===== src/hw/rtl/mme_ram.sv =====
`default_nettype none
// ----------------------------------------------------------------------------
// mme_ram
// generic simple dual-port ram, one write port, one registered read port
// ----------------------------------------------------------------------------
module mme_ram #(
  parameter int WIDTH = 32,
  parameter int DEPTH = 64
) (
  input  wire logic                     clk,
  input  wire logic                     we,
  input  wire logic [$clog2(DEPTH)-1:0] waddr,
  input  wire logic [WIDTH-1:0]         wdata,
  input  wire logic                     re,
  input  wire logic [$clog2(DEPTH)-1:0] raddr,
  output      logic [WIDTH-1:0]         rdata
);

  logic [WIDTH-1:0] mem_r [DEPTH];

  always_ff @(posedge clk) begin
    if (we) begin
      mem_r[waddr] <= wdata;
    end
    if (re) begin
      rdata <= mem_r[raddr];
    end
  end

endmodule
`default_nettype wire


===== config.mk =====
export PLATFORM = sky130hd
export DESIGN_NAME = mme_ram
export DESIGN_NICKNAME = d
export VERILOG_FILES = /design/src/hw/rtl/mme_ram.sv
export SDC_FILE = /design/constraint.sdc
export NUM_CORES = 2
export LEC_CHECK = 0
export ABC_CLOCK_PERIOD_IN_PS = 5000
export BUFFER_PORTS_ARGS = -buffer_cell sky130_fd_sc_hd__buf_2
export CORE_MARGIN = 3
export CORE_UTILIZATION = 63
export CTS_CLUSTER_DIAMETER = 60
export DETAILED_ROUTE_END_ITERATION = 8
export GPL_TIMING_DRIVEN = 1
export PLACE_DENSITY = 0.8
export SYNTH_ARGS = -nofsm -noshare
export SYNTH_HDL_FRONTEND = slang
export SYNTH_SLANG_ARGS = --single-unit

===== constraint.sdc =====
create_clock -name clk -period 5 [get_ports clk]
set_input_delay 1 -clock clk [delete_from_list [all_inputs] [get_ports clk]]
set_output_delay 1 -clock clk [all_outputs]
set_load 0.005 [all_outputs]

==> metrics list <==
* Outcome: finished clean
- Number of top-level pins: 79
- Number of cells traversed by the worst register-to-register path: 4
- Antenna violations before repair: 9
- The area growth from synthesis to layout is 11.9%.
* Number of maximum-capacitance constraint violations: 0
- Reg power frac: 54.9%
- Worst rel slew slack: roughly 6.4%
- Design internal power: approximately 0.028 W
* Net count after synthesis: 3371
- Grouping stages by cell kind, the critical path spends the most delay in compound AO/OA/AOI/OAI gates.
- In this run, the number of DRC markers left after iteration 0 of detailed routing was 6905.
- Of the synthesized area, sequential elements account for 79.2%.
- Clock-pin slew was measured on the worst setup and hold paths at 0.06 ns.
* Number of vias in the routed layout: 39861
* Initial Util: a little under two thirds
- The worst hold path belongs to the class in2reg.
* Min cycle time layout: about 3.7 ns
- Critical path launch point type: primary input
- Hold Violations, Final: 0
- GRT Util Overall: 34.0%
* X dimension of the die: between 300 and 400 um
* TritonRoute pass-1 iters: 5
- Derived from the worst setup path, the maximum achievable clock frequency is 267 MHz.
- The floorplan step defined a die boundary enclosing 0.129 sq mm.
- Among all cell types in the netlist, the one instantiated most often is sky130_fd_sc_hd__edfxtp_1.
- Switching component of the power: 0.00760 W
- Data on the critical path arrives at its endpoint at 4.24 ns.
- Leakage power figure: approximately 27 nW
* Setup repair after global routing missed its margin: no
- After clock tree synthesis, the flow added hold-fix buffers numbering 0.
* Clock Path Buffers: 3
- Met2 Resource Use GR: 52.5%
* Remaining design rule violation count: 0
- The max-slew violation total from the final report came to 0.
- sky130_fd_sc_hd__edfxtp_1 takes more of the synthesized area than any other cell.
* Type of destination of the critical path: register
- Worst R2R Setup Slack: roughly 2.3 ns
- Synthesis-stage register bit count: between 2000 and 2500
* Aggregate global routing overflow: 0
* Switching share of power: 21.5%
- Worst vdd rail ir drop: about 0.34 mV
* Number of sinks driven by the clock tree: 2080
- Buffers added to address setup during post-CTS repair amount to 0.
- Of the available clock period, the critical path in the final layout requires 74.8%.
- Data required time at the worst endpoint: between 5 and 6 ns
- Final setup skew: 0.0320 ns
- Entering global routing, the biggest net connects 87 pins.
- The cell that appears most often on the critical path is sky130_fd_sc_hd__a21oi_1.
- Of the total power, the clock network draws 39.9%.
* Power density of the placed cells: 401 mW/mm^2
* Setup violators final: 0
- Along the worst hold path, the cell count comes to 1.
* EDFF count, synth: 2080
- Wire length of the first global-routing pass: 308000 um
- Most used DFF post-synth: sky130_fd_sc_hd__edfxtp_1
* Proportion of register bits with asynchronous set or reset after synthesis: 0%
- After routing the design area is between 0.08 and 0.09 sq mm.
- In this run the core area contains ~130 standard-cell rows.
* Share of the synthesized area in the top cell type: around 79%
* Per-instance average area after synthesis: between 20 and 25 sq um
- After detailed routing, the number of vias per cell comes to between 7 and 8.
- Final wirelength: 216000 um
- After technology mapping, the gate count stands at 3324.
* Setup tns final: 0 ns
- By startpoint and endpoint, the worst setup path is classified as in2reg.
* Dpl cell area: 0.0823 sq mm
* Non-filler instance count after layout: 5362
- In this run the cell area of the synthesized design comes to 0.0788 sq mm.
- In the final layout, the share of cells above drive strength 1 is slightly below 30%.
- DPL Wire Length: 112000 um
- At the end of routability-driven placement, the weighted congestion stood at 0.839.
* DRT antenna net count: 0
- Counting tap cells, the placed design contains a total of 5010 instances.
* Via count of the first global-routing pass: slightly above 40000
- Hold path startpoint: wdata[11]
* Largest incremental delay on the critical path: 0.79 ns
- Walking the worst path, the cells encountered are buf_8, buf_12, buf_4, or3b_2, o221ai_1, a21oi_1, a21oi_1, nor2_1.
* Worst min-delay path endpoint: mem_r[21][11]
- Most used standard cells in the synthesized netlist: sky130_fd_sc_hd__edfxtp_1, sky130_fd_sc_hd__mux4_2, sky130_fd_sc_hd__nor2_1
- Critical path launch point: raddr[1]
- For this design, the slowest cell found on the critical path is sky130_fd_sc_hd__a21oi_1.
- Most congested layer reported by global routing: met2
- For the pin with the worst max-slew slack, the measured transition is 1.40 ns.
- Part of the total power dissipated in combinational logic: 5.2%
- Post-CTS repair changed the size of 0 cells.
- After synthesis, the cell types taking the most area are sky130_fd_sc_hd__edfxtp_1, sky130_fd_sc_hd__mux4_2, sky130_fd_sc_hd__mux2i_1, sky130_fd_sc_hd__o22ai_1, sky130_fd_sc_hd__nor2_1.
* Netlist cell types: 33
- Number of buffers and inverters on the critical path: 3
- The root buffer cell chosen for the clock tree is sky130_fd_sc_hd__clkbuf_16.
- Of all nets on the critical path, the largest fanout is 86.
* Htree depth: 4
- TritonCTS built the clock tree.
- During placement, the flow inserted port buffers numbering 78.
- Overall power consumption after layout is estimated at 0.0353 W.
* Startpoint of the most critical register-to-register path: mem_r[46][28]
* TritonCTS Buffers: ~190
* GR met1 Demand/Resource: 45.7%
- Yosys warnings: 0
* Total number of cells along the worst setup path: 8
- Per-cell routed wire length: 40.3 um
- The endpoint identified for the worst register-to-register timing path is rdata[28].
* Clock latency at the later pin of the worst-skew pair: 0.80 ns
- Std-Cell Core Area: 0.124 sq mm
- For this run, the post-layout net count is 3615.
- GR met3 Demand/Resource: 9.61%
- The die is 360 um tall.
[final cells by class]
cell class                 instances  area (sq um)
sequential                      2080         62500
fill                            6412         35700
multi-input combinational       1062         16000
clock buffer                     238          5060
tap                             1637          2050
timing repair buffer             232          1820
clock inverter                   110           883
antenna                            3          7.51
[worst reg2reg max path, delay by kind of cell (launching register included)]
family	cells	cell delay [ns]
muxes	2	1.06
DFF	1	0.36
and+or+nand+nor	1	0.13
AOI/OAI and AO/OA	1	0.82
[placed cells by master (no fill, tap or decap), types with 3 or more instances in the layout]
master and n:
sky130_fd_sc_hd__nor2b_1 15, sky130_fd_sc_hd__clkinv_8 4, sky130_fd_sc_hd__buf_12 19, sky130_fd_sc_hd__nand2b_1 8
sky130_fd_sc_hd__clkbuf_16 196, sky130_fd_sc_hd__o221ai_1 27, sky130_fd_sc_hd__mux4_2 544, sky130_fd_sc_hd__nand3b_1 5
sky130_fd_sc_hd__nor3_1 5, sky130_fd_sc_hd__mux2i_1 93, sky130_fd_sc_hd__nor2_4 62, sky130_fd_sc_hd__clkinv_1 53
sky130_fd_sc_hd__o32ai_1 4, sky130_fd_sc_hd__inv_6 5, sky130_fd_sc_hd__buf_4 136, sky130_fd_sc_hd__buf_8 3
sky130_fd_sc_hd__o22ai_1 84, sky130_fd_sc_hd__nor2_1 75, sky130_fd_sc_hd__bufinv_16 11, sky130_fd_sc_hd__diode_2 3
sky130_fd_sc_hd__nand2_1 26, sky130_fd_sc_hd__clkinv_2 28, sky130_fd_sc_hd__clkinvlp_4 5, sky130_fd_sc_hd__or3_1 3
sky130_fd_sc_hd__edfxtp_1 2080, sky130_fd_sc_hd__a22oi_1 12, sky130_fd_sc_hd__a41o_1 4, sky130_fd_sc_hd__and3_1 4
sky130_fd_sc_hd__a21oi_1 62, sky130_fd_sc_hd__a311oi_1 8, sky130_fd_sc_hd__nand3_1 5, sky130_fd_sc_hd__or3b_2 3
sky130_fd_sc_hd__clkbuf_1 42, sky130_fd_sc_hd__buf_2 74
[state kept, by name, indices dropped and copies added, names as in the netlist]
name and flops:
rdata 32, mem_r 2048
[metrics by stage]
step	utilization (%)	setup WS (ns)	hold WS (ns)
after global routing	71.2	1.24	0.687
final	71.2	1.26	0.687
after CTS	71.2	1.41	0.859
after global placement	66.4	0.660	0.809
after floorplan	-	0.840	0.750
after detailed placement	66.4	0.641	0.851
[layer usage]
| metal | share of wire, % | vias up |
|---|---|---|
| met2 | 48 | 3857 |
| met4 | 5.9 | 8 |
| met1 | 32 | 20484 |
| met5 | 0.025 | - |
| met3 | 14 | 738 |
| li1 | - | 14774 |
[power groups by stage]
stage	Sequential, W	Clock (W)	Combinational (W)
final	0.0194	0.0141	0.00183
after global routing	0.0194	0.0148	0.00189
after CTS	0.0194	0.0141	0.00179
after detailed placement	0.0198	0	0.00173
after global placement	0.0198	0	0.00167
after floorplan	0.0197	0	0.000939
[worst max path at each step]
stage	to	slack, ns
final	rdata[26]	1.26
after CTS	rdata[26]	1.41
after detailed placement	rdata[26]	0.64
after floorplan	mem_r[48][0]	0.84
after global placement	rdata[26]	0.66
after global routing	rdata[26]	1.24
[cell families after synthesis]
family / synth area share, %
AO/OA/AOI/OAI: 1.67
flip-flops: 79.2
multiplexers: 16.7
AND/OR/NAND/NOR: 1.26
buffers and inverters: 1.12
Power figures use the tool's default switching activity.
