--- config.mk ---
export PLATFORM = sky130hd
export DESIGN_NAME = mme_mac
export DESIGN_NICKNAME = d
export VERILOG_FILES = /design/src/hw/rtl/mme_pkg.sv /design/src/hw/rtl/mme_mac.sv
export SDC_FILE = /design/constraint.sdc
export NUM_CORES = 2
export LEC_CHECK = 0
export BUFFER_PORTS_ARGS = -buffer_cell sky130_fd_sc_hd__buf_2
export CAP_MARGIN = 20
export CORE_MARGIN = 4
export CORE_UTILIZATION = 60
export DETAILED_ROUTE_END_ITERATION = 6
export PLACE_DENSITY = 0.77
export SLEW_MARGIN = 25
export SYNTH_ARGS = -nofsm -noshare
export SYNTH_HDL_FRONTEND = slang
export SYNTH_SLANG_ARGS = --single-unit
--- constraint.sdc ---
create_clock -name clk -period 16.3 [get_ports clk]
set_input_delay 0.815 -clock clk [delete_from_list [all_inputs] [get_ports clk]]
set_output_delay 0.815 -clock clk [all_outputs]
set_load 0.05 [all_outputs]
--- src/hw/rtl/mme_pkg.sv ---
`default_nettype none
// ----------------------------------------------------------------------------
// mme_pkg
// shared constants, codes and types of the matrix multiply engine
// ----------------------------------------------------------------------------
package mme_pkg;

  localparam int MAX_DIM   = 8;
  localparam int FRAC_BITS = 16;

  // fixed field widths
  localparam int DATA_W    = 32;
  localparam int POS_W     = 3;
  localparam int MODE_W    = 2;
  localparam int DIM_W     = 4;
  localparam int CFG_IDX_W = 2;

  // derived widths
  localparam int PROD_W = 2 * DATA_W;
  localparam int ACC_W  = PROD_W + $clog2(MAX_DIM);
  localparam int CNT_W  = (MAX_DIM > 1) ? $clog2(MAX_DIM) : 1;
  localparam int DEPTH  = MAX_DIM * MAX_DIM;
  localparam int AW     = (DEPTH > 1) ? $clog2(DEPTH) : 1;

  localparam logic [DATA_W-1:0] SAT_MAX = {1'b0, {(DATA_W-1){1'b1}}};
  localparam logic [DATA_W-1:0] SAT_MIN = {1'b1, {(DATA_W-1){1'b0}}};

  typedef enum logic [MODE_W-1:0] {
    MODE_WR_A  = 2'd0,
    MODE_WR_B  = 2'd1,
    MODE_START = 2'd2
  } mode_t;

  typedef enum logic [CFG_IDX_W-1:0] {
    REG_ROWS_A    = 2'd0,
    REG_INNER_DIM = 2'd1,
    REG_COLS_B    = 2'd2
  } reg_idx_t;

  typedef struct packed {
    logic [DIM_W-1:0] nr;
    logic [DIM_W-1:0] nk;
    logic [DIM_W-1:0] nc;
  } dims_t;

  typedef struct packed {
    logic             first;
    logic             last_k;
    logic             zero;
    logic [CNT_W-1:0] row;
    logic [CNT_W-1:0] col;
    logic             last_elem;
  } beat_tag_t;

  typedef struct packed {
    logic      valid;
    beat_tag_t tag;
  } beat_t;

  typedef struct packed {
    logic              valid;
    logic [CNT_W-1:0]  row;
    logic [CNT_W-1:0]  col;
    logic [DATA_W-1:0] sum;
    logic              sat;
    logic              last;
  } result_t;

endpackage
`default_nettype wire

--- src/hw/rtl/mme_mac.sv ---
`default_nettype none
// ----------------------------------------------------------------------------
// mme_mac
// multiply-accumulate pipeline with shift and saturation of the dot product
// ----------------------------------------------------------------------------
module mme_mac
  import mme_pkg::*;
(
  input  wire logic              clk,
  input  wire logic              rst_n,
  input  wire beat_t             beat,
  input  wire logic [DATA_W-1:0] a_data,
  input  wire logic [DATA_W-1:0] b_data,
  output      result_t           res
);

  // stage 1: aligned with ram read data
  logic      valid1_r;
  beat_tag_t tag1_r;
  // stage 2: product
  logic                     valid2_r;
  beat_tag_t                tag2_r;
  logic signed [PROD_W-1:0] prod_r;
  logic signed [PROD_W-1:0] prod_nxt;
  logic signed [PROD_W-1:0] prod_full;
  // stage 3: accumulator
  logic                    valid3_r;
  beat_tag_t               tag3_r;
  logic signed [ACC_W-1:0] acc_r;
  logic signed [ACC_W-1:0] acc_nxt;
  logic signed [ACC_W-1:0] prod_ext;

  logic signed [DATA_W-1:0] a_s;
  logic signed [DATA_W-1:0] b_s;
  logic signed [ACC_W-1:0]  shifted;
  logic [ACC_W-DATA_W:0]    upper;
  logic                     fits;

  assign a_s       = $signed(a_data);
  assign b_s       = $signed(b_data);
  // full signed product, kept apart so both operands stay sign extended
  assign prod_full = a_s * b_s;
  assign prod_nxt  = tag1_r.zero ? '0 : prod_full;
  assign prod_ext  = {{(ACC_W-PROD_W){prod_r[PROD_W-1]}}, prod_r};
  assign acc_nxt   = tag2_r.first ? prod_ext : acc_r + prod_ext;

  always_ff @(posedge clk) begin
    if (!rst_n) begin
      valid1_r <= 1'b0;
      valid2_r <= 1'b0;
      valid3_r <= 1'b0;
    end else begin
      valid1_r <= beat.valid;
      valid2_r <= valid1_r;
      valid3_r <= valid2_r && tag2_r.last_k;
    end
    if (beat.valid) begin
      tag1_r <= beat.tag;
    end
    if (valid1_r) begin
      tag2_r <= tag1_r;
      prod_r <= prod_nxt;
    end
    if (valid2_r) begin
      tag3_r <= tag2_r;
      acc_r  <= acc_nxt;
    end
  end

  // floor shift, then clip to the result range
  assign shifted = acc_r >>> FRAC_BITS;
  assign upper   = shifted[ACC_W-1:DATA_W-1];
  assign fits    = (&upper) || !(|upper);

  always_comb begin
    res.valid = valid3_r;
    res.row   = tag3_r.row;
    res.col   = tag3_r.col;
    res.last  = tag3_r.last_elem;
    res.sat   = !fits;
    if (fits) begin
      res.sum = shifted[DATA_W-1:0];
    end else if (acc_r[ACC_W-1]) begin
      res.sum = SAT_MIN;
    end else begin
      res.sum = SAT_MAX;
    end
  end

endmodule
`default_nettype wire

==> metrics.cfg <==
[grt]
grt_pass1_wl_mm=195.5
grt_max_degree=118
grt_overflow=0
antenna_found_initial=14
grt_usage=0.3026
grt_pass1_vias=36676

[worst_setup_path]
max_stage_delay_ns=0.86
slowest_stage=fa_1
end_kind=flop
cp_top_family=adder cells
critPathMaxFanout=32
criticalPathCategory=in -> reg
timing.critical_path.buf_inv=8
cpMostUsedCell=fa_1
start_kind=primary input
arrival_ns=9.15
crit_required_ns=16.49

[route]
drt-initial-drc-count=2798
route.antenna.remaining_nets=0
drt_pass1_iterations=7
wl_per_cell_um=20.02
wl_mm=118.4
vias_per_cell=5.707
drcViolationCount=0
routed-via-count=33736

[layout]
drive_above_1_share=0.03941
area_growth_pct=3.345
finalNetCount=6269
fin_area_um2=47940

[yosys]
synth-compound-area-share=0.07156
avgSynthCellArea_um2=9.337
synthAdderAreaFrac=0.5348
synth_top_family_by_area=adder cells
yosys.area_share.simple=0.1583
synth_xor_area_frac=0.02247
ys_ff_latch=160
async_flop_share=0
ys.flop_type=edfxtp_1
synthCells=4968
synth-edff-count=157
syn_area_um2=46390
ys_types=79
ys_top_cells_by_area=fa_1 47%, edfxtp_1 10%, inv_1 8.5%, and2_1 7.1%, ha_1 6.7%
synth_largest_area_cell=fa_1
seq_area_frac_synth=0.1029
yosysWarnings=0
synthesis.nets=6378
synth_top_area_share=0.4674
synth.area.mux_share=0.002643

[outcome]
outcome=finished clean

[sta]
post-route-period-util=0.5495
setup_viol=0
max_freq_mhz=111.7
fin_crit_ns=8.956
skew_ns=0.01063
rsz0062_at_grt=no
slew_headroom=0.3051
tns_ns=0
finalMaxSlewViolations=0
hold_viol=0
holdWs_ns=0.4227
tightest_slew_ns=1.042

[floorplanning]
std_cell_rows=101
core_area_um2=76330
io_pins=118
start_util=0.6077
chipHeight_um=286.0
fp.dieArea_um2=81820
die_w_um=286.0

[placement]
dpl.hpwl_mm=94.10
placed_cell_area_um2=47340
gp_congestion=0.9418
portBuffers=117

[clock_network]
cts_resized=0
clkTransAtPathRegs_ns=0.07
cts_buffers=17
clockBufferDepth=2
cts_hold_buf=0
root_buffer=clkbuf_16
htreeDepth=4
tritoncts=done
clk_latency_ns=0.45
cts_setup_buffers=0
cts_sinks=160

[worst_hold_path]
hold_class=reg -> reg

[run]
drv_cap=0

[cell usage in the layout (no fill, tap or decap), types with 9 or more instances in the layout]
cell       synthesis  layout
and3_1            14      14
a31oi_1           24      23
a21o_1            80      80
nand2_1          635     635
mux2_2            10      10
edfxtp_1         157     157
nor2_1           168     168
and2_1           524     524
diode_2            0       9
clkbuf_16          0      17
ha_1             250     250
nor3_1            22      22
a211oi_1          14      14
or3_1              9       9
inv_1           1054    1054
a21oi_1          144     144
nor4_1            10      10
nor2b_1           23      23
o31ai_1           18      18
buf_4              4       9
buf_2              1     117
xor2_1            48      48
nand3_1           24      24
nand4_1           28      28
nand2b_1          18      18
xnor2_1           71      71
fa_1            1083    1083
o21a_1            17      17
o21ai_0          156     156
o21bai_1          26      26
[flip-flops by register name, summed over array words and instances, names as in the netlist]
signal / count
res: 7
valid2_r: 1
acc_r: 67
valid3_r: 1
tag1_r: 10
prod_r: 64
tag2_r: 9
valid1_r: 1
[area by class of cell]
| type | count | area [µm²] |
|---|---|---|
| Clock buffer | 17 | 425.4 |
| Inverter | 1057 | 3968 |
| Clock inverter | 15 | 142.6 |
| Sequential cell | 160 | 4782 |
| Tap cell | 1030 | 1289 |
| Timing Repair Buffer | 127 | 664.4 |
| Multi-Input combinational cell | 3496 | 36640 |
| Antenna cell | 9 | 22.52 |
| Fill cell | 6416 | 28390 |
[per-layer routing]
layer	track usage	share of wire
met5	0	0.00040
met4	0.07376	0.026
met3	0.07155	0.10
met2	0.4740	0.45
met1	0.4330	0.42
[worst paths after layout]
path	startpoint	to	slack, ns	depth (start not counted)
setup / recovery	b_data[5]	prod_r[60]$_SDFFCE_PP0P_	7.34	28
hold reg to reg	tag1_r[4]$_DFFE_PP_	tag2_r[4]$_DFFE_PP_	0.42	0
setup reg to reg	prod_r[0]$_SDFFCE_PP0P_	acc_r[66]$_DFFE_PP_	12.60	13
hold / removal	tag1_r[4]$_DFFE_PP_	tag2_r[4]$_DFFE_PP_	0.42	0
[synthesized netlist by cell type (all sizes together), types with 2 or more instances]
| cell type | count |
|---|---|
| o21bai | 26 |
| a21o | 82 |
| a311oi | 3 |
| and2 | 526 |
| xor2 | 48 |
| o22ai | 4 |
| nor2b | 23 |
| nor3b | 3 |
| nand3 | 25 |
| nand2 | 635 |
| ha | 250 |
| nor2 | 168 |
| a211oi | 14 |
| mux2 | 10 |
| a31oi | 24 |
| nor4 | 11 |
| a221oi | 7 |
| o21ai | 160 |
| a2111oi | 5 |
| inv | 1055 |
| o311ai | 2 |
| clkbuf | 247 |
| edfxtp | 157 |
| or3 | 10 |
| nand2b | 18 |
| a21boi | 4 |
| and4 | 2 |
| fa | 1083 |
| o211ai | 5 |
| o21a | 17 |
| a21oi | 144 |
| o31ai | 19 |
| nor3 | 23 |
| o31a | 3 |
| nand3b | 2 |
| o211a | 4 |
| and3 | 15 |
| nand4 | 28 |
| buf | 8 |
| dfxtp | 3 |
| or2 | 4 |
| a31o | 3 |
| xnor2 | 71 |
| clkinv | 2 |
[metrics by stage]
step	instances	setup slack (ns)	utilization
6_report	5911	7.344	0.6280
5_1_grt	5905	6.816	0.6278
4_1_cts	5902	7.365	0.6277
3_5_place_dp	5870	6.884	0.6203
3_3_place_gp	5870	7.008	0.6203
2_1_floorplan	4968	7.897	-
[kinds of logic after synthesis]
group	Yosys count
DFF	160
adders and majority gates	1333
muxes	11
xor gates and xnor gates	119
and+or+nand+nor	1496
AOI/OAI and AO/OA	537
buffers and inverters	1312
Power is left out: the tool's default activity adds up to more than one toggle a clock period on the data nets, which glitch-free logic cannot reach.
