==> src/hw/rtl/mme_pkg.sv <==
`default_nettype none
// ----------------------------------------------------------------------------
// mme_pkg
// shared constants, codes and types of the matrix multiply engine
// ----------------------------------------------------------------------------
package mme_pkg;

  localparam int MAX_DIM   = 8;
  localparam int FRAC_BITS = 16;

  // fixed field widths
  localparam int DATA_W    = 32;
  localparam int POS_W     = 3;
  localparam int MODE_W    = 2;
  localparam int DIM_W     = 4;
  localparam int CFG_IDX_W = 2;

  // derived widths
  localparam int PROD_W = 2 * DATA_W;
  localparam int ACC_W  = PROD_W + $clog2(MAX_DIM);
  localparam int CNT_W  = (MAX_DIM > 1) ? $clog2(MAX_DIM) : 1;
  localparam int DEPTH  = MAX_DIM * MAX_DIM;
  localparam int AW     = (DEPTH > 1) ? $clog2(DEPTH) : 1;

  localparam logic [DATA_W-1:0] SAT_MAX = {1'b0, {(DATA_W-1){1'b1}}};
  localparam logic [DATA_W-1:0] SAT_MIN = {1'b1, {(DATA_W-1){1'b0}}};

  typedef enum logic [MODE_W-1:0] {
    MODE_WR_A  = 2'd0,
    MODE_WR_B  = 2'd1,
    MODE_START = 2'd2
  } mode_t;

  typedef enum logic [CFG_IDX_W-1:0] {
    REG_ROWS_A    = 2'd0,
    REG_INNER_DIM = 2'd1,
    REG_COLS_B    = 2'd2
  } reg_idx_t;

  typedef struct packed {
    logic [DIM_W-1:0] nr;
    logic [DIM_W-1:0] nk;
    logic [DIM_W-1:0] nc;
  } dims_t;

  typedef struct packed {
    logic             first;
    logic             last_k;
    logic             zero;
    logic [CNT_W-1:0] row;
    logic [CNT_W-1:0] col;
    logic             last_elem;
  } beat_tag_t;

  typedef struct packed {
    logic      valid;
    beat_tag_t tag;
  } beat_t;

  typedef struct packed {
    logic              valid;
    logic [CNT_W-1:0]  row;
    logic [CNT_W-1:0]  col;
    logic [DATA_W-1:0] sum;
    logic              sat;
    logic              last;
  } result_t;

endpackage
`default_nettype wire

==> src/hw/rtl/mme_seq.sv <==
`default_nettype none
// ----------------------------------------------------------------------------
// mme_seq
// walks rows, columns and the inner index, issuing store reads per element
// ----------------------------------------------------------------------------
module mme_seq
  import mme_pkg::*;
(
  input  wire logic          clk,
  input  wire logic          rst_n,
  input  wire logic          start,
  input  wire dims_t         dims,
  input  wire logic          out_free,
  input  wire logic          res_load,
  output      logic          busy,
  output      beat_t         beat,
  output      logic [AW-1:0] a_addr,
  output      logic [AW-1:0] b_addr
);

  typedef enum logic [1:0] {
    ST_IDLE,
    ST_WAIT_OUT,
    ST_ISSUE,
    ST_DRAIN
  } state_t;

  state_t           state_r;
  logic [CNT_W-1:0] i_r;
  logic [CNT_W-1:0] j_r;
  logic [CNT_W-1:0] k_r;

  logic [DIM_W-1:0] nr_m1;
  logic [DIM_W-1:0] nk_m1;
  logic [DIM_W-1:0] nc_m1;
  logic             last_i;
  logic             last_j;
  logic             last_k;
  logic             zero_k;

  assign nr_m1  = dims.nr - DIM_W'(1);
  assign nk_m1  = dims.nk - DIM_W'(1);
  assign nc_m1  = dims.nc - DIM_W'(1);
  assign last_i = (DIM_W'(i_r) == nr_m1);
  assign last_j = (DIM_W'(j_r) == nc_m1);
  assign zero_k = (dims.nk == '0);
  assign last_k = zero_k || (DIM_W'(k_r) == nk_m1);

  assign busy   = (state_r != ST_IDLE);
  assign a_addr = AW'(i_r) * AW'(MAX_DIM) + AW'(k_r);
  assign b_addr = AW'(k_r) * AW'(MAX_DIM) + AW'(j_r);

  always_comb begin
    beat.valid         = (state_r == ST_ISSUE);
    beat.tag.first     = (k_r == '0);
    beat.tag.last_k    = last_k;
    beat.tag.zero      = zero_k;
    beat.tag.row       = i_r;
    beat.tag.col       = j_r;
    beat.tag.last_elem = last_i && last_j;
  end

  always_ff @(posedge clk) begin
    if (!rst_n) begin
      state_r <= ST_IDLE;
      i_r     <= '0;
      j_r     <= '0;
      k_r     <= '0;
    end else begin
      case (state_r)
        ST_IDLE: begin
          if (start && (dims.nr != '0) && (dims.nc != '0)) begin
            i_r     <= '0;
            j_r     <= '0;
            k_r     <= '0;
            state_r <= ST_WAIT_OUT;
          end
        end
        ST_WAIT_OUT: begin
          if (out_free) begin
            state_r <= ST_ISSUE;
          end
        end
        ST_ISSUE: begin
          if (last_k) begin
            k_r     <= '0;
            state_r <= ST_DRAIN;
          end else begin
            k_r <= k_r + CNT_W'(1);
          end
        end
        ST_DRAIN: begin
          if (res_load) begin
            if (last_i && last_j) begin
              state_r <= ST_IDLE;
            end else begin
              state_r <= ST_WAIT_OUT;
              if (last_j) begin
                j_r <= '0;
                i_r <= i_r + CNT_W'(1);
              end else begin
                j_r <= j_r + CNT_W'(1);
              end
            end
          end
        end
        default: state_r <= ST_IDLE;
      endcase
    end
  end

endmodule
`default_nettype wire

==> config.mk <==
export PLATFORM = sky130hd
export DESIGN_NAME = mme_seq
export DESIGN_NICKNAME = d
export VERILOG_FILES = /design/src/hw/rtl/mme_pkg.sv /design/src/hw/rtl/mme_seq.sv
export SDC_FILE = /design/constraint.sdc
export NUM_CORES = 1
export LEC_CHECK = 0
export CAP_MARGIN = 40
export CORE_MARGIN = 2
export CORE_UTILIZATION = 50
export DETAILED_ROUTE_END_ITERATION = 8
export DONT_BUFFER_PORTS = 1
export HOLD_SLACK_MARGIN = 0.12
export PLACE_DENSITY = 0.68
export SETUP_SLACK_MARGIN = 0.02
export SLEW_MARGIN = 20
export SYNTH_ARGS = -nofsm -noshare
export SYNTH_HDL_FRONTEND = slang
export SYNTH_SLANG_ARGS = --single-unit
==> constraint.sdc <==
create_clock -name clk -period 2.5 [get_ports clk]
set_input_delay 0.125 -clock clk [delete_from_list [all_inputs] [get_ports clk]]
set_output_delay 0.125 -clock clk [all_outputs]
set_load 0.02 [all_outputs]
==> results of run 1 <==
repair_timing:
item | CTS | global route
endpoints found under the hold margin | 5 | 0
buffers inserted | 0 | 0
hold buffers | 1 | 0
endpoints found under the setup margin | 0 | 0
gates resized for setup | 0 | 0
metal layers:
layer	share of wire	GRT usage	wire, µm	vias up
met5	0	0	0	-
met3	0.072	0.0805	170	4
met2	0.49	0.325	1150	35
met1	0.43	0.239	1020	435
li1	-	-	-	468
met4	0.0089	0.0526	21	0
tightest hold or removal path, stage by stage:
cell     delay [ns]
o21ai_0        0.05
a21o_1         0.16
nor2_1         0.06
layout make-up:
type                    count  share of cell area
multi-input cells          96               0.637
flip-flops and latches     11               0.184
repair buffers             11              0.0712
inverters                  18              0.0565
well taps                  28              0.0293
clock buffers               4              0.0220
power breakdown:
part           switching [µW]  leakage [µW]  internal, µW  total, µW
registers                36.3     0.0000894           211        247
clock network            59.3     0.0000150          61.9        121
logic                     347      0.000470           227        574
metrics by stage:
stage                     instance area [µm²]  power, µW  setup WS [ns]
final                                    1190        942          0.376
after floorplan                          1140        738          0.580
after global routing                     1190       1030          0.217
after global placement                   1160        798          0.533
after detailed placement                 1160        824          0.404
after CTS                                1190        951          0.393
registers in the layout, summed over array words and instances (netlist names):
name	flops
i_r	3
j_r	3
k_r	3
state_r	2
final timing paths:
kind | cells after the start | slack [ns] | end | start
hold / removal | 3 | 0.17 | j_r[0] | rst_n
hold reg to reg | 2 | 0.58 | state_r[1] | state_r[1]
setup reg to reg | 8 | 0.38 | j_r[1] | state_r[0]
setup / recovery | 8 | 0.38 | j_r[1] | state_r[0]
layout by cell type (no fill, tap or decap), types with 2 or more instances in the layout:
cell type   n
a21o_1      2
nand2b_1    4
xnor2_1     5
inv_1      17
o21ai_0     6
nor2b_1     2
ha_1       15
nor2_1     13
nand4b_1    2
or4bb_1     2
nand2_1     5
o21a_1      2
xor2_1      6
dfxtp_1    11
o31ai_1     2
a21oi_1     4
mux2i_1     2
clkbuf_4    3
buf_4      10
nor3_1      3
logic make-up after synthesis:
group	count (synthesis)	synth area share
and+or+nand+nor	38	0.191
buffers and inverters	30	0.138
AOI/OAI and AO/OA	29	0.190
adders and majority gates	15	0.165
xor gates and xnor gates	12	0.104
DFF	11	0.193
muxes	2	0.0176
Yosys cell counts (3+ instances only):
cell      number  area [µm²]
a21oi_1        4        20.0
o21ai_0        6        30.0
xor2_1         6        52.6
ha_1          15         188
nand2b_1       4        25.0
nand2_1        5        18.8
nor2_1        13        48.8
xnor2_1        5        43.8
buf_4         12        90.1
dfxtp_1       11         220
inv_1         17        63.8
nor3_1         3        15.0
==> metrics.cfg, run 1 <==
[worst_setup_path]
worstSetupPathType=reg2reg
path_buf_inv=1
crit_top_cell=nor2_1
critPathMaxStageDelay_ns=0.45
cp_slowest_cell=or4bb_1
critPathMaxFanout=7
crit_arrival_ns=2.29
crit_family=simple AND/OR/NAND/NOR gates
end_kind=flip-flop
worstPathRequired_ns=2.67
worstPathCellList=inv_1, ha_1, or4bb_1, o2111ai_1, nor2_1, a21boi_2, mux2i_1, nor2_1
start_kind=flip-flop

[clock_tree]
htreeDepth=1
clock-sinks=11
cts_tree=built
clk_pin_slew_ns=0.07
cts-root-to-sink-buffers=2
clockRootBuffer=clkbuf_4
insertion_delay_ns=0.27
cts_buffers=3

[synth]
async_flop_share=0
ys_seq_area_frac=0.193
synth-seq-cells=11
synth_area_mm2=0.00114
syn-num-nets=169
syn_inst=137
synth-edff-count=0
syn_area_per_cell_um2=8.31
synthDistinctLibCells=41
synthFlopType=dfxtp_1
ys_warn_count=0

[placed_design]
dp_cells=163
place_congestion=0.810
hpwl_um=1970
port_buffers=0

[routing]
post_drt_wl_per_cell_um=14.0
drt-pass1-iter-count=4
drt-vias-per-instance=5.61
drc=0
ant_nets=0
drt_wl_total_um=2360
drt-initial-drc-count=8
vias=942

[sta]
slew_viol_final=0
fin_crit_ns=2.12
finClkSkew_ns=0.00572
slew_headroom=0.715
final_hold_viol_count=0
setup_viol_count_final=0
finalHoldWorstSlack_ns=0.170
fmax_mhz=471
rsz0062_at_grt=false
worst_pin_slew_ns=0.427
post-route-period-util=0.849
fin_setup_tns_ns=0

[floorplan]
die_w_um=51.7
core_mm2=0.00219
pin_count=41
start_util=0.520
dieArea_mm2=0.00267
rows=17
die_height_um=51.7

[global_route]
grt_util_all_layers=0.198
grt_pass1_vias=933
antenna_found_initial=0
grt_pass1_wl_um=3970
grt_overflow=0
grt_max_degree=10

[outcome]
status=finished, final reports clean

[flow_run]
max-cap-violations=0

[final_layout]
multi_input_area_um2=761
regArea_um2=220
fin_cells=168
num_antenna_cells=0
drive_above_1_share=0.136
nets=173
finish.utilization=0.545
area_growth_pct=4.95
fill_cells=214

[pwr]
ir_worst_vdd_uv=509
power_density_mw_per_mm2=789
p_leak_uw=0.000575

[worst_hold_path]
min_path_type=in2reg

No activity file was read; power rests on OpenSTA's default activity.
==> inputs of run 2 (changes only) <==
clock period = 2.15 ns   (was 2.5 ns; I/O delays follow)
==> metrics.cfg, run 2 (synthesized netlist as in run 1, its figures left out) <==
[floorplan]
core_mm2=0.00219
pin_count=41
rows=17
die_w_um=51.7
die_height_um=51.7
dieArea_mm2=0.00267
start_util=0.520

[final_layout]
num_antenna_cells=0
multi_input_area_um2=769
area_growth_pct=7.03
drive_above_1_share=0.162
regArea_um2=220
layout_commonest_cell=inv_1
largestRegisters=i_r x3, j_r x3, k_r x3
fill_cells=220
nets=175
final_cell_mix=inv_1 (17), ha_1 (15), nor2_1 (12), buf_4 (12), dfxtp_1 (11)

[clock_tree]
clk_pin_slew_ns=0.08
clock-sinks=11
cts-root-to-sink-buffers=2
htreeDepth=1
cts_tree=built
cts_buffers=3
clockRootBuffer=clkbuf_4
insertion_delay_ns=0.27

[global_route]
grt_overflow=0
grt_pass1_wl_um=3900
grt_util_all_layers=0.191
grt_max_degree=9
antenna_found_initial=0
grt_pass1_vias=937

[pwr]
ir_worst_vdd_uv=841
power_density_mw_per_mm2=921
clkPwrFrac=0.134
pwr-share-comb=0.608
p_switching_uw=534
internal_power_uw=589
seq_power_share=0.259
switching_share=0.475
p_leak_uw=0.000588
total_power_uw=1120

[routing]
drt-initial-drc-count=22
vias=970
drt-pass1-iter-count=4
drt-vias-per-instance=5.71
post_drt_wl_per_cell_um=14.5
drc=0
ant_nets=0
drt_wl_total_um=2470

[worst_setup_path]
worstSetupPathType=reg2reg
worstPathRequired_ns=2.34
end_kind=flip-flop
crit_arrival_ns=2.20
critPathMaxFanout=7
rrSetupSlack_ns=0.14
start_kind=flip-flop
r2r_cells=7

[sta]
setup_viol_count_final=0
worst_pin_slew_ns=0.389
finalHoldWorstSlack_ns=0.150
fin_setup_tns_ns=0
rsz0062_at_grt=false
final_hold_viol_count=0
fin_crit_ns=2.01
post-route-period-util=0.937
slew_headroom=0.740
finClkSkew_ns=0.00321
slew_viol_final=0
fmax_mhz=497

[placed_design]
place_congestion=0.816
port_buffers=0
hpwl_um=2010

[worst_hold_path]
holdPathStages=4
min_path_type=in2reg

[flow_run]
max-cap-violations=0

[outcome]
status=finished, final reports clean

==> run 2: final cells by class <==
type	instances	share of cell area
inverter	18	0.0554
clock buffer	4	0.0216
tap	28	0.0287
timing repair buffer	13	0.0821
sequential	11	0.181
multi-input combinational	96	0.631
==> run 2: critical path: stages, from the launching register on <==
cell       delay (ns)
dfxtp_1          0.40
inv_1            0.11
ha_1             0.28
or4bb_1          0.23
o2111ai_2        0.20
a221oi_2         0.31
o21ai_0          0.14
a211oi_1         0.25
==> run 2: power by group through the flow <==
stage | registers (µW) | clock network, µW | logic (µW)
floorplan | 326 | 0 | 532
global placement | 292 | 0 | 640
detailed placement | 295 | 0 | 664
CTS | 290 | 152 | 669
global route | 297 | 161 | 742
finish | 291 | 150 | 682
==> run 2: worst paths after layout <==
| path | from | endpoint |
|---|---|---|
| worst max-delay path | state_r[0] | state_r[0] |
| worst min register to register | state_r[1] | state_r[1] |
| worst max register to register | state_r[0] | state_r[0] |
| worst min-delay path | out_free | state_r[0] |
==> run 2: repair_timing <==
item,4_1_cts,5_1_grt
endpoints found under the setup margin,0,5
buffers inserted,0,0
hold buffers,1,0
gates resized for setup,0,2
endpoints found under the hold margin,5,0
==> run 2: routing by layer <==
metal  up-vias  wire length (µm)  track usage
met5         -                 0            0
met4         0                 0       0.0395
met3         0               212       0.0374
met2        41              1190        0.333
met1       455              1070        0.242
li1        474                 -            -
==> run 2: per-stage QoR <==
step / instance area, µm² / cells / util / setup WS (ns)
2_1_floorplan: 1140 / 137 / - / 0.230
3_3_place_gp: 1170 / 165 / 0.536 / 0.192
3_5_place_dp: 1170 / 165 / 0.536 / 0.0977
4_1_cts: 1210 / 170 / 0.552 / 0.0741
5_1_grt: 1220 / 170 / 0.556 / 0.0227
6_report: 1220 / 170 / 0.556 / 0.136
